--- src/sv/kctm_pkg.sv ---
// ----------------------------------------------------------------------------
// kctm_pkg
// Shared codes, limits and controller/datapath interface types for the
// key chord trigger matcher.
// ----------------------------------------------------------------------------
package kctm_pkg;

    // operation codes of a request
    localparam logic [2:0] OP_LOAD_REQ  = 3'd0;
    localparam logic [2:0] OP_LOAD_TRIG = 3'd1;
    localparam logic [2:0] OP_PRESS     = 3'd2;
    localparam logic [2:0] OP_RELEASE   = 3'd3;
    localparam logic [2:0] OP_TICK      = 3'd4;

    // key status codes
    localparam logic [1:0] ST_RELEASED = 2'd0;
    localparam logic [1:0] ST_JUST     = 2'd1;
    localparam logic [1:0] ST_HELD     = 2'd2;

    // fixed field widths
    localparam int OP_W     = 3;
    localparam int SLOT_W   = 6;
    localparam int TIX_W    = 4;
    localparam int KEY_W    = 16;
    localparam int ACT_W    = 16;
    localparam int GRP_W    = 8;
    localparam int STAT_W   = 2;

    // at most this many results per frame tick
    localparam int RESULT_LIMIT = 16;
    localparam int CNT_W        = 5;

    // controller states
    typedef enum logic [1:0] {
        S_IDLE,
        S_SCAN,
        S_DRAIN,
        S_EMIT
    } t_state;

    // controller to datapath
    typedef struct packed {
        logic start;   // request taken this cycle
        logic scan;    // read the next requirement slot
        logic emit;    // evaluate the current trigger
    } t_cmd;

    // datapath to controller
    typedef struct packed {
        logic scan_last;  // reading the final requirement slot
        logic emit_done;  // current trigger is the final one of the tick
        logic is_tick;    // request in work is a frame tick
    } t_sts;

endpackage

--- src/sv/key_chord_trigger_matcher.sv ---
// ----------------------------------------------------------------------------
// key_chord_trigger_matcher
// Matches key presses and releases against a table of key requirements and
// emits the actions of satisfied triggers on each frame tick.
// ----------------------------------------------------------------------------
// Usage:
//   A request is taken at a rising edge with start high and busy low; the
//   operation field selects load requirement, load trigger, key press, key
//   release or frame tick. Unused operation codes are taken and dropped.
//   Loads finish in the cycle they are taken; busy stays low.
//   Press and release walk the requirement memory one slot a cycle through
//   its read port and its write port; busy stays high for the walk.
//   A frame tick walks the requirement memory the same way to collect a
//   fail bit per trigger, then walks the triggers one a cycle, stopping at
//   the last met trigger or at the 16th result; busy stays high throughout.
//   Each result is shown for one cycle with o_strobe high, in the cycle after
//   its trigger is evaluated; o_last_of_tick marks the final one. A tick with
//   no met trigger gives one empty result. The receiver cannot stall.
//   Reset clears all requirement and trigger valid bits; no clearing pass.
// ----------------------------------------------------------------------------
module key_chord_trigger_matcher #(
    parameter int MAX_REQUIREMENTS = 64,
    parameter int MAX_TRIGGERS     = 16,
    parameter int KEY_BITS         = 16,
    parameter int ACTION_BITS      = 16
) (
    input  logic                              i_clk,
    input  logic                              i_rst_n,
    input  logic                              start,
    output logic                              busy,
    input  logic [kctm_pkg::OP_W-1:0]         i_operation,
    input  logic [kctm_pkg::SLOT_W-1:0]       i_slot,
    input  logic [kctm_pkg::TIX_W-1:0]        i_trigger_index,
    input  logic [kctm_pkg::KEY_W-1:0]        i_key_code,
    input  logic                              i_need_fresh,
    input  logic [kctm_pkg::ACT_W-1:0]        i_action_id,
    input  logic [kctm_pkg::GRP_W-1:0]        i_action_group,
    input  logic                              i_enable,
    output logic                              o_strobe,
    output logic                              o_has_action,
    output logic [kctm_pkg::ACT_W-1:0]        o_action_id_res,
    output logic [kctm_pkg::GRP_W-1:0]        o_action_group_res,
    output logic                              o_last_of_tick
);

    kctm_pkg::t_cmd w_cmd;
    kctm_pkg::t_sts w_sts;

    // sequencer
    kctm_ctrl u_ctrl (
        .i_clk       (i_clk),
        .i_rst_n     (i_rst_n),
        .start       (start),
        .i_operation (i_operation),
        .i_sts       (w_sts),
        .o_cmd       (w_cmd),
        .busy        (busy)
    );

    // tables and result path
    kctm_dp #(
        .MAX_REQUIREMENTS (MAX_REQUIREMENTS),
        .MAX_TRIGGERS     (MAX_TRIGGERS),
        .KEY_BITS         (KEY_BITS),
        .ACTION_BITS      (ACTION_BITS)
    ) u_dp (
        .i_clk              (i_clk),
        .i_rst_n            (i_rst_n),
        .i_cmd              (w_cmd),
        .o_sts              (w_sts),
        .i_operation        (i_operation),
        .i_slot             (i_slot),
        .i_trigger_index    (i_trigger_index),
        .i_key_code         (i_key_code),
        .i_need_fresh       (i_need_fresh),
        .i_action_id        (i_action_id),
        .i_action_group     (i_action_group),
        .i_enable           (i_enable),
        .o_strobe           (o_strobe),
        .o_has_action       (o_has_action),
        .o_action_id_res    (o_action_id_res),
        .o_action_group_res (o_action_group_res),
        .o_last_of_tick     (o_last_of_tick)
    );

    // loads and unused codes never hold the block busy
    a_load_single_cycle: assert property (@(posedge i_clk) disable iff (!i_rst_n)
        (start && !busy && i_operation != kctm_pkg::OP_PRESS &&
         i_operation != kctm_pkg::OP_RELEASE && i_operation != kctm_pkg::OP_TICK)
        |=> !busy)
        else $error("load request left the block busy");

    // an empty tick result is always the last of its tick
    a_empty_is_last: assert property (@(posedge i_clk) disable iff (!i_rst_n)
        (o_strobe && !o_has_action) |-> o_last_of_tick)
        else $error("empty tick result without last flag");

    // results come only from a frame tick
    a_result_from_tick: assert property (@(posedge i_clk) disable iff (!i_rst_n)
        o_strobe |-> w_sts.is_tick)
        else $error("result strobe outside a frame tick");

endmodule

--- src/sv/kctm_ctrl.sv ---
// ----------------------------------------------------------------------------
// kctm_ctrl
// Sequencer: takes a request, walks the requirement table for key events
// and ticks, then walks the triggers to emit the tick results.
// ----------------------------------------------------------------------------
module kctm_ctrl (
    input  logic                             i_clk,
    input  logic                             i_rst_n,
    input  logic                             start,
    input  logic [kctm_pkg::OP_W-1:0]        i_operation,
    input  kctm_pkg::t_sts                   i_sts,
    output kctm_pkg::t_cmd                   o_cmd,
    output logic                             busy
);

    kctm_pkg::t_state r_state;
    kctm_pkg::t_state n_state;

    // state register
    always_ff @(posedge i_clk) begin
        if (!i_rst_n) begin
            r_state <= kctm_pkg::S_IDLE;
        end else begin
            r_state <= n_state;
        end
    end

    // next state and commands
    always_comb begin
        n_state   = r_state;
        o_cmd     = '0;
        busy      = 1'b1;
        unique case (r_state)
            kctm_pkg::S_IDLE: begin
                busy = 1'b0;
                if (start) begin
                    o_cmd.start = 1'b1;
                    if (i_operation == kctm_pkg::OP_PRESS ||
                        i_operation == kctm_pkg::OP_RELEASE ||
                        i_operation == kctm_pkg::OP_TICK) begin
                        n_state = kctm_pkg::S_SCAN;
                    end
                end
            end
            kctm_pkg::S_SCAN: begin
                o_cmd.scan = 1'b1;
                if (i_sts.scan_last) begin
                    n_state = kctm_pkg::S_DRAIN;
                end
            end
            kctm_pkg::S_DRAIN: begin
                // last read slot is updated in this cycle
                n_state = i_sts.is_tick ? kctm_pkg::S_EMIT : kctm_pkg::S_IDLE;
            end
            kctm_pkg::S_EMIT: begin
                o_cmd.emit = 1'b1;
                if (i_sts.emit_done) begin
                    n_state = kctm_pkg::S_IDLE;
                end
            end
            default: begin
                n_state = kctm_pkg::S_IDLE;
            end
        endcase
    end

endmodule

--- src/sv/kctm_dp.sv ---
// ----------------------------------------------------------------------------
// kctm_dp
// Datapath: requirement memory with read-modify-write scan, trigger table,
// per-trigger fail vector and registered result outputs.
// ----------------------------------------------------------------------------
module kctm_dp #(
    parameter int MAX_REQUIREMENTS = 64,
    parameter int MAX_TRIGGERS     = 16,
    parameter int KEY_BITS         = 16,
    parameter int ACTION_BITS      = 16
) (
    input  logic                              i_clk,
    input  logic                              i_rst_n,
    input  kctm_pkg::t_cmd                    i_cmd,
    output kctm_pkg::t_sts                    o_sts,
    input  logic [kctm_pkg::OP_W-1:0]         i_operation,
    input  logic [kctm_pkg::SLOT_W-1:0]       i_slot,
    input  logic [kctm_pkg::TIX_W-1:0]        i_trigger_index,
    input  logic [kctm_pkg::KEY_W-1:0]        i_key_code,
    input  logic                              i_need_fresh,
    input  logic [kctm_pkg::ACT_W-1:0]        i_action_id,
    input  logic [kctm_pkg::GRP_W-1:0]        i_action_group,
    input  logic                              i_enable,
    output logic                              o_strobe,
    output logic                              o_has_action,
    output logic [kctm_pkg::ACT_W-1:0]        o_action_id_res,
    output logic [kctm_pkg::GRP_W-1:0]        o_action_group_res,
    output logic                              o_last_of_tick
);

    localparam int RW   = (MAX_REQUIREMENTS > 1) ? $clog2(MAX_REQUIREMENTS) : 1;
    localparam int TW   = (MAX_TRIGGERS > 1) ? $clog2(MAX_TRIGGERS) : 1;
    localparam int KW   = (KEY_BITS < kctm_pkg::KEY_W) ? KEY_BITS : kctm_pkg::KEY_W;
    localparam int AW   = (ACTION_BITS < kctm_pkg::ACT_W) ? ACTION_BITS : kctm_pkg::ACT_W;
    // memory word: key, need fresh, owner, status
    localparam int MW   = KW + 1 + kctm_pkg::TIX_W + kctm_pkg::STAT_W;
    localparam logic [RW-1:0] REQ_LAST  = RW'(MAX_REQUIREMENTS - 1);
    localparam logic [TW-1:0] TRIG_LAST = TW'(MAX_TRIGGERS - 1);

    // requirement memory and its valid bits
    logic [MW-1:0]               r_mem [MAX_REQUIREMENTS];
    logic [MW-1:0]               r_rd_data;
    logic [MAX_REQUIREMENTS-1:0] r_req_valid;

    // trigger table
    logic [MAX_TRIGGERS-1:0]          r_trig_valid;
    logic [AW-1:0]                    r_trig_action [MAX_TRIGGERS];
    logic [kctm_pkg::GRP_W-1:0]       r_trig_group  [MAX_TRIGGERS];

    // request context and walk counters
    logic [kctm_pkg::OP_W-1:0]  r_op;
    logic [KW-1:0]              r_key;
    logic [RW-1:0]              r_rd_idx;
    logic [RW-1:0]              r_wr_idx;
    logic                       r_rd_vld;
    logic [MAX_TRIGGERS-1:0]    r_fail;
    logic [TW-1:0]              r_tidx;
    logic [kctm_pkg::CNT_W-1:0] r_cnt;

    // decoded fields
    logic [31:0]                slot_ext;
    logic [31:0]                tix_ext;
    logic [31:0]                owner_ext;
    logic                       load_req;
    logic                       load_trig;
    logic [KW-1:0]              rd_key;
    logic                       rd_fresh;
    logic [kctm_pkg::TIX_W-1:0] rd_owner;
    logic [kctm_pkg::STAT_W-1:0] rd_stat;
    logic                       rd_match;
    logic                       rd_met;
    logic                       mem_we;
    logic [RW-1:0]              mem_waddr;
    logic [MW-1:0]              mem_wdata;
    logic [kctm_pkg::STAT_W-1:0] new_stat;
    logic [MAX_TRIGGERS-1:0]    met;
    logic [MAX_TRIGGERS-1:0]    met_above;
    logic                       cur_met;
    logic                       cur_last;

    assign slot_ext  = 32'(i_slot);
    assign tix_ext   = 32'(i_trigger_index);
    assign load_req  = i_cmd.start && (i_operation == kctm_pkg::OP_LOAD_REQ) &&
                       (slot_ext < 32'(MAX_REQUIREMENTS)) && (tix_ext < 32'(MAX_TRIGGERS));
    assign load_trig = i_cmd.start && (i_operation == kctm_pkg::OP_LOAD_TRIG) &&
                       (tix_ext < 32'(MAX_TRIGGERS));

    // unpack the registered memory word
    assign {rd_key, rd_fresh, rd_owner, rd_stat} = r_rd_data;
    assign owner_ext = 32'(rd_owner);
    assign rd_match  = r_req_valid[r_wr_idx] && (rd_key == r_key);
    assign rd_met    = rd_fresh ? (rd_stat == kctm_pkg::ST_JUST)
                                : (rd_stat == kctm_pkg::ST_JUST ||
                                   rd_stat == kctm_pkg::ST_HELD);

    // memory write: load, or status update during a key event scan
    always_comb begin
        new_stat  = kctm_pkg::ST_RELEASED;
        mem_we    = 1'b0;
        mem_waddr = r_wr_idx;
        mem_wdata = r_rd_data;
        if (load_req) begin
            mem_we    = 1'b1;
            mem_waddr = slot_ext[RW-1:0];
            mem_wdata = {i_key_code[KW-1:0], i_need_fresh, i_trigger_index,
                         kctm_pkg::ST_RELEASED};
        end else if (r_rd_vld && rd_match &&
                     (r_op == kctm_pkg::OP_PRESS || r_op == kctm_pkg::OP_RELEASE)) begin
            if (r_op == kctm_pkg::OP_PRESS) begin
                new_stat = (rd_stat == kctm_pkg::ST_RELEASED) ? kctm_pkg::ST_JUST
                                                               : kctm_pkg::ST_HELD;
            end
            mem_we    = 1'b1;
            mem_wdata = {rd_key, rd_fresh, rd_owner, new_stat};
        end
    end

    // requirement memory ports
    always_ff @(posedge i_clk) begin
        if (mem_we) begin
            r_mem[mem_waddr] <= mem_wdata;
        end
        r_rd_data <= r_mem[r_rd_idx];
    end

    // valid bits and trigger table
    always_ff @(posedge i_clk) begin
        if (!i_rst_n) begin
            r_req_valid  <= '0;
            r_trig_valid <= '0;
        end else begin
            if (load_req) begin
                r_req_valid[slot_ext[RW-1:0]] <= i_enable;
            end
            if (load_trig) begin
                r_trig_valid[tix_ext[TW-1:0]] <= i_enable;
            end
        end
    end

    always_ff @(posedge i_clk) begin
        if (load_trig) begin
            r_trig_action[tix_ext[TW-1:0]] <= i_action_id[AW-1:0];
            r_trig_group[tix_ext[TW-1:0]]  <= i_action_group;
        end
    end

    // request context, scan pipeline and fail vector
    always_ff @(posedge i_clk) begin
        if (!i_rst_n) begin
            r_op     <= kctm_pkg::OP_LOAD_REQ;
            r_rd_vld <= 1'b0;
            r_rd_idx <= '0;
            r_wr_idx <= '0;
            r_fail   <= '0;
            r_tidx   <= '0;
            r_cnt    <= '0;
            r_key    <= '0;
        end else begin
            r_rd_vld <= i_cmd.scan;
            if (i_cmd.start) begin
                r_op     <= i_operation;
                r_key    <= i_key_code[KW-1:0];
                r_rd_idx <= '0;
                r_fail   <= '0;
                r_tidx   <= '0;
                r_cnt    <= '0;
            end
            if (i_cmd.scan) begin
                r_wr_idx <= r_rd_idx;
                r_rd_idx <= r_rd_idx + RW'(1);
            end
            if (r_rd_vld && r_op == kctm_pkg::OP_TICK && r_req_valid[r_wr_idx] &&
                owner_ext < 32'(MAX_TRIGGERS) && !rd_met) begin
                r_fail[owner_ext[TW-1:0]] <= 1'b1;
            end
            if (i_cmd.emit) begin
                r_tidx <= r_tidx + TW'(1);
                if (cur_met) begin
                    r_cnt <= r_cnt + kctm_pkg::CNT_W'(1);
                end
            end
        end
    end

    // met triggers and the ones still to come after the current one
    assign met     = r_trig_valid & ~r_fail;
    assign cur_met = met[r_tidx];
    always_comb begin
        for (int i = 0; i < MAX_TRIGGERS; i++) begin
            met_above[i] = met[i] && (32'(i) > 32'(r_tidx));
        end
    end
    assign cur_last = (met_above == '0) ||
                      (r_cnt == kctm_pkg::CNT_W'(kctm_pkg::RESULT_LIMIT - 1));

    // status to the controller
    always_comb begin
        o_sts.scan_last = (r_rd_idx == REQ_LAST);
        o_sts.is_tick   = (r_op == kctm_pkg::OP_TICK);
        o_sts.emit_done = (met == '0) || (r_tidx == TRIG_LAST) || (cur_met && cur_last);
    end

    // result register
    always_ff @(posedge i_clk) begin
        if (!i_rst_n) begin
            o_strobe <= 1'b0;
        end else begin
            o_strobe <= i_cmd.emit && ((met == '0) || cur_met);
        end
    end

    always_ff @(posedge i_clk) begin
        if (met == '0) begin
            o_has_action       <= 1'b0;
            o_action_id_res    <= '0;
            o_action_group_res <= '0;
            o_last_of_tick     <= 1'b1;
        end else begin
            o_has_action       <= 1'b1;
            o_action_id_res    <= kctm_pkg::ACT_W'(r_trig_action[r_tidx]);
            o_action_group_res <= r_trig_group[r_tidx];
            o_last_of_tick     <= cur_last;
        end
    end

endmodule
--- config.mk ---
export PLATFORM = sky130hd
export DESIGN_NAME = key_chord_trigger_matcher
export DESIGN_NICKNAME = d
export VERILOG_FILES = /design/src/sv/kctm_pkg.sv /design/src/sv/key_chord_trigger_matcher.sv /design/src/sv/kctm_ctrl.sv /design/src/sv/kctm_dp.sv
export SDC_FILE = /design/constraint.sdc
export NUM_CORES = 2
export LEC_CHECK = 0
export BUFFER_PORTS_ARGS = -buffer_cell sky130_fd_sc_hd__buf_2
export CAP_MARGIN = 20
export CORE_AREA = 2 2 376 378
export DETAILED_ROUTE_END_ITERATION = 7
export DIE_AREA = 0 0 378 380
export PLACE_DENSITY = 0.78
export SLEW_MARGIN = 40
export SYNTH_ARGS = -nofsm -noshare
export SYNTH_HDL_FRONTEND = slang
export SYNTH_SLANG_ARGS = --single-unit
--- constraint.sdc ---
create_clock -name i_clk -period 4.5 [get_ports i_clk]
set_input_delay 0.225 -clock i_clk [delete_from_list [all_inputs] [get_ports i_clk]]
set_output_delay 0.225 -clock i_clk [all_outputs]
set_load 0.01 [all_outputs]
== After elaboration in Yosys (flattened, before gate mapping) ==
Memories as Yosys holds them, arrays and structs flattened. A register that Yosys moved wholly into a read port is not among the register bits.
Index checks and enable logic that the tools add are counted.

* Add/subtract/negate cells: 3
* $mul: 0
* Divide/modulo/power cells: 0
* Magnitude comparators: 26
* Equality and inequality tests: 20
* Shift-type cells: 0
* Mux-type cells: 46
* Bitwise operators: 3
* Reduce and logical (&&, ||, !) cells: 49

{| class="wikitable"
|+ Operator list
! operator !! count
|-
| 64-bit bitwise mux || 1
|-
| 16-bit two-way mux || 3
|-
| 4-bit > comparator (first input constant) || 8
|-
| 1-bit logical AND || 32
|-
| 16-bit logical NOT || 2
|-
| 4-bit by 5-bit < comparator with 1-bit output (second input constant) || 5
|-
| 23-bit two-way mux || 1
|-
| 6-bit by 7-bit < comparator with 1-bit output (second input constant) || 3
|-
| 1-bit two-way mux || 18
|-
| 6-bit two-way mux || 3
|-
| 16-bit bitwise AND || 1
|-
| 16-bit bitwise mux || 1
|-
| 16-bit equality test || 1
|-
| 3-bit by 4-bit > comparator with 1-bit output (first input constant) || 4
|-
| 2-bit two-way mux || 8
|-
| 16-bit inverter || 1
|-
| 16-bit OR || 1
|-
| 5-bit two-way mux || 3
|-
| 3-bit by 2-bit equality test with 1-bit output (second input constant) || 4
|-
| 1-bit demux with 4-bit select || 2
|-
| 4-bit by 1-bit >= comparator with 1-bit output (second input constant) || 2
|-
| 2-bit by 4-bit > comparator with 1-bit output (first input constant) || 2
|-
| 1-bit logical OR || 8
|-
| 4-bit two-way mux || 2
|-
| 23 further kinds || 31
|}

* Flip-flop bits (word level): 142
* Latch bits: 0
* Memory bits (writable): 1856
* Bits in read-only memories: 0
* Input bits: 58
* Output and inout bits: 28
* Word-level logic and storage cells: 164
* Memories: 3

{| class="wikitable"
|+ Memories
! name !! words !! width !! read ports !! clocked after Yosys merged registers in !! wr ports !! RTL line !! source
|-
| u_dp.r_mem || 64 || 23 || 1 || 1 || 1 || kctm_dp.sv:41 || <nowiki>logic [MW-1:0] r_mem [MAX_REQUIREMENTS];</nowiki>
|-
| u_dp.r_trig_action || 16 || 16 || 1 || 1 || 1 || kctm_dp.sv:47 || <nowiki>logic [AW-1:0] r_trig_action [MAX_TRIGGERS];</nowiki>
|-
| u_dp.r_trig_group || 16 || 8 || 1 || 1 || 1 || kctm_dp.sv:48 || <nowiki>logic [kctm_pkg::GRP_W-1:0] r_trig_group [MAX_TRIGGERS];</nowiki>
|}

== Depth between registers and ports, before layout ==
* Word-level depth: 9
* Gate-level depth with buffers: 10

== By module ==
A second synthesis with hierarchy kept.

* Cells, all modules: 3732
* Area total of the unflattened synthesis: 79133.4 um^2

{| class="wikitable"
|+ Modules (own cells, without submodules)
! module !! times used !! cells each !! area an instance (um^2) !! seq. area each (um^2)
|-
| kctm_dp || 1 || 3714 || 78988.3 || 59477.0
|-
| kctm_ctrl || 1 || 18 || 145.1 || 40.0
|}

== Worst setup path after synthesis ==
Ideal clock, no wire load.

* Path kind: reg2reg
* Start point: register u_dp.r_wr_idx[0]
* End point: memory u_dp.r_mem[0][0] in the netlist's numbering, data pin
* Setup time: 0.701 ns
* Arrival: 4.010 ns
* Required time: 3.799 ns
* Slack: -0.211 ns
* Stages on the path, launching flop included: 10
* Period minus slack after synthesis: 4.711 ns
* Path through: dfxtp_1 buf_4 buf_6 mux2i_1 a22oi_1 a21oi_1 a211oi_1 o2bb2ai_1 buf_2 o21ai_0

* Cells in the longest elaborated chain, start to end: 7

{| class="wikitable"
|+ RTL lines
! item !! RTL line !! source
|-
| start, declared || kctm_dp.sv:54 || <nowiki>logic [RW-1:0] r_wr_idx;</nowiki>
|-
| start signal, assigned || kctm_dp.sv:170 || <nowiki>r_wr_idx <= r_rd_idx;</nowiki>
|-
| 1-bit binary-select mux with 6-bit select || kctm_dp.sv:91 || <nowiki>assign rd_match = r_req_valid[r_wr_idx] && (rd_key == r_key);</nowiki>
|-
| 1-bit two-way mux (not written as such) || kctm_dp.sv:91 ||
|-
| 1-bit logical AND || kctm_dp.sv:91 ||
|-
| 1-bit logical AND (2 in a row) || kctm_dp.sv:107 || <nowiki>end else if (r_rd_vld && rd_match &&</nowiki>
|-
| 2-bit two-way mux || kctm_dp.sv:107 ||
|-
| 23-bit two-way mux || kctm_dp.sv:102 || <nowiki>if (load_req) begin</nowiki>
|-
| named net u_dp.mem_wdata[0] || kctm_dp.sv:74 || <nowiki>logic [MW-1:0] mem_wdata;</nowiki>
|-
| end, declared || kctm_dp.sv:41 ||
|}

The timed path passes the listed nets, and every way through them passes these cells. The select of a mux whose other input is x is not followed.

== Worst setup path in the final report ==
* Start point: register u_ctrl.r_state[1]
* End point: memory u_dp.r_mem[27][16] in the netlist's numbering, enable pin

* Cells in the longest elaborated chain, start to end: 8
* Elaborated cells between the ends (all ways): 9
* Classes of those cells: mux (5); reduce/logical (4)

{| class="wikitable"
|+ RTL lines
! item !! RTL line !! source
|-
| start, declared || kctm_ctrl.sv:16 || <nowiki>kctm_pkg::t_state r_state;</nowiki>
|-
| start signal, assigned || kctm_ctrl.sv:22 || <nowiki>r_state <= kctm_pkg::S_IDLE;</nowiki>
|-
| start signal, assigned || kctm_ctrl.sv:24 || <nowiki>r_state <= n_state;</nowiki>
|-
| 2-bit logical NOT * || kctm_ctrl.sv:33 || <nowiki>unique case (r_state)</nowiki>
|-
| 1-bit two-way mux * || kctm_ctrl.sv:33 ||
|-
| 1-bit logical AND * (2 in a row) || kctm_dp.sv:83 || <nowiki>assign load_req = i_cmd.start && (i_operation == kctm_pkg::OP_LOAD_REQ) &&</nowiki>
|-
| 1-bit logical AND * || kctm_dp.sv:84 || <nowiki>(slot_ext < 32'(MAX_REQUIREMENTS)) && (tix_ext < 32'(MAX_TRIGGERS));</nowiki>
|-
| 1-bit two-way mux || kctm_dp.sv:102 ||
|-
| 1-bit two-way mux || kctm_dp.sv:120 || <nowiki>if (mem_we) begin</nowiki>
|-
| 1-bit two-way mux (not written as such) || kctm_dp.sv:121 || <nowiki>r_mem[mem_waddr] <= mem_wdata;</nowiki>
|}

Mark *: on every way between the ends. The rest lies on a longest branch, timed or not.

==> metrics.cfg <==
[synthesis]
synth_warnings=0
post_synth_inst_count=3879
yosysSeqAreaShare=0.753
ys_ff_latch=2045
syn_area_per_cell_um2=20.4
synth-adder-area-share=0.00142
synth-edff-count=1856
synth.largest_area_cell=edfxtp_1
postSynth.topFlopCell=edfxtp_1
synth_async_sr_flop_share=0
yosys-mux-area-fraction=0.172
cell_variety_after_synth=65
postSynthNetCount=3946
post_synth_simple_gate_area=0.0316
synth_largest_type_area_fraction=0.705
xor_and_xnor_fraction_of_the_mapped_netlist_area=0.00177
synth_area_leaders=edfxtp_1, mux4_2, dfxtp_1
synth_area_mm2=0.0791
synth_top_family_by_area=multiplexers
synth_area_in_compound_gates=0.0285

[route]
final_ant_viol_nets=0
wl_per_cell_um=34.6
drt-total-wl_um=215000
via_count=42700
first_pass_drt_iterations=6
drc=0
vias_per_cell=6.88
drtIter0Drc=7435

[power]
power.static_leakage_nw=27.4
vdd.ir_drop.worst_mv=0.434
power_density_mw_per_mm2=424

[worst_setup_path]
criticalPathCategory=register to register
timing.critical_path.required_ns=4.95
end_kind=register
worstPathMaxFanout=23
setup.worst_path.start_class=register
crit_arrival_ns=4.62

[sta]
hold_viol=0
final_max_slew_viol_count=0
period_needed_ns=4.17
setup_viol=0
timing_worst_slew_pin_value_ns=0.910
rsz0062_at_grt=no
maxSlewHeadroom=0.392
fmaxAchievable_mhz=240
min_period_over_period=0.927
setup-tns-final_ns=0
skew_ns=0.0542

[clock_network]
cts_inserted_buffers=188
worst_skew_pair_later_pin_latency_ns=0.86
cts_root_buffer=clkbuf_16
cts_htree_levels=4
tritoncts_num_sinks=2045
cts.clk_slew.worst_paths_ns=0.06
tritoncts=built
cts-root-to-sink-buffers=3
postcts_setup_bufs=0

[hold_path]
hold_path.class=primary input to register

[finish]
num-nets-final=4232
layout.area.seq_mm2=0.0595
flow.area_growth_from_synthesis_pct=14.2
n_fill_cell=8429
multiInputGateArea_mm2=0.0192
fraction_of_layout_cells_with_a_size_suffix_above_1=0.280
final_cell_mix=edfxtp_1, mux4_2, nand2_1, clkbuf_16, dfxtp_1
leading_cell_type_in_the_layout_fill_and_taps_excluded=edfxtp_1
finish.cell_count_without_fillers=6202

[global_route]
grt_start_max_net_pins=100
grt_pass1_wl_um=306000
overflow=0
grt_antenna_before_repair=22
grt_util_met2=0.461
grt_util_all_layers=0.301
globalRouteMet1Util=0.412
grt_use_met3=0.0837
first_global_vias=41700
grt_most_used_layer=met2

[die]
dieArea_mm2=0.144
dieWidth_um=378
initial_core_utilization=0.568
placeableCoreArea_mm2=0.139
design.portCount=86
fp-row-count=137
die_height_um=380

[placed_design]
hpwl_um=121000
post-place-cells=5792
gp_congestion=0.916
port_buffers=85

[job]
max_cap_viols=0

[outcome]
run_status=finished clean

## final cells by class
type	count	area share
Multi-Input combinational cell	1589	0.213
Clock inverter	103	0.0125
Inverter	15	0.000637
Timing Repair Buffer	326	0.0327
Antenna cell	5	0.000139
Tap cell	1876	0.0260
Clock buffer	243	0.0556
Sequential cell	2045	0.659
## flip-flops by register name, indices dropped and copies added, names as in the netlist, 2 cells and up
signal                   count
u_dp.r_req_valid            64
u_dp.r_op                    3
u_dp.r_trig_group          128
u_dp.r_wr_idx                6
u_dp.r_trig_action         256
u_dp.r_trig_valid           16
u_dp.r_mem                1472
u_dp.r_tidx                  4
u_dp.r_cnt                   5
u_dp.r_rd_data              23
u_dp.r_fail                 16
u_dp.r_key                  16
u_dp.o_action_group_res      8
u_dp.o_action_id_res        16
u_dp.r_rd_idx                6
u_ctrl.r_state               2
## per-layer routing
layer	share of wire	wire length, µm
met5	0.00070	151
met4	0.050	10800
met1	0.35	75000
met3	0.13	28500
met2	0.47	100000
## cells in the mapped netlist, types with 3 or more instances
| library cell | instances |
|---|---|
| edfxtp_1 | 1856 |
| mux4_2 | 533 |
| nand2_1 | 226 |
| dfxtp_1 | 189 |
| mux2i_1 | 154 |
| clkbuf_1 | 148 |
| nor2_1 | 115 |
| o21ai_0 | 81 |
| nand3_1 | 67 |
| a21boi_0 | 60 |
| o221ai_1 | 48 |
| buf_2 | 46 |
| nor2b_1 | 43 |
| a21oi_1 | 39 |
| buf_1 | 32 |
| a211oi_1 | 28 |
| o22ai_1 | 24 |
| a22oi_1 | 15 |
| nand4_1 | 14 |
| xnor2_1 | 13 |
| inv_1 | 12 |
| nand2b_1 | 12 |
| nor3_1 | 12 |
| and2_1 | 10 |
| ha_1 | 9 |
| a41oi_1 | 8 |
| and3_1 | 8 |
| o21ai_1 | 8 |
| or2_2 | 6 |
| or3_1 | 5 |
| nand3b_1 | 4 |
| a22o_1 | 3 |
| clkinv_1 | 3 |
| o21a_1 | 3 |
| xor2_1 | 3 |
## worst paths after layout
path	start	endpoint	slack (ns)	cells past startpoint
worst max-delay path	u_ctrl.r_state[1]	u_dp.r_mem[27][16]	0.33	6
worst min-delay path	i_slot[4]	u_dp.r_req_valid[7]	0.02	4
worst max register to register	u_ctrl.r_state[1]	u_dp.r_mem[27][16]	0.33	6
worst min register to register	u_dp.r_fail[15]	u_dp.r_fail[15]	0.45	2
## cell families (layout without fill, tap and decap cells)
family          after synthesis  after routing
mux                         689            689
buf+inv                     245            687
other cells                   0              5
xor+xnor                     16             16
simple gates                540            540
compound gates              335            335
flops                      2045           2045
fa+ha+maj                     9              9
## worst max-delay path: stages (launching register included)
cell     delay, ns
dfxtp_1       0.44
or3b_1        0.56
nor4_4        0.48
buf_4         0.29
mux2i_1       0.47
nand2_1       0.66
nor2_4        0.84
## timing repair
action	4_1_cts	5_1_grt
hold buffers	57	0
gates resized for setup	0	1
hold endpoints to repair	438	0
setup endpoints to repair	0	13
## where the power goes
group | total [W] | internal, W | switching [W]
registers | 0.0208 | 0.0207 | 0.0000390
clock network | 0.0161 | 0.00892 | 0.00714
logic | 0.00141 | 0.000481 | 0.000925
total | 0.0383 | 0.0301 | 0.00811
## per-stage QoR
| stage | setup WS [ns] | power [W] | hold WS (ns) | cell area [µm²] | util |
|---|---|---|---|---|---|
| global route | 0.0871 | 0.0390 | 0.0201 | 90300 | 0.649 |
| global placement | 0.186 | 0.0224 | 0.427 | 83100 | 0.597 |
| finish | 0.328 | 0.0383 | 0.0225 | 90300 | 0.649 |
| CTS | 0.271 | 0.0383 | 0.00602 | 90200 | 0.648 |
| floorplan | 0.422 | 0.0219 | 0.324 | 79100 | - |
| detailed placement | 0.398 | 0.0225 | 0.446 | 83500 | 0.600 |
Power figures use the tool's default switching activity.
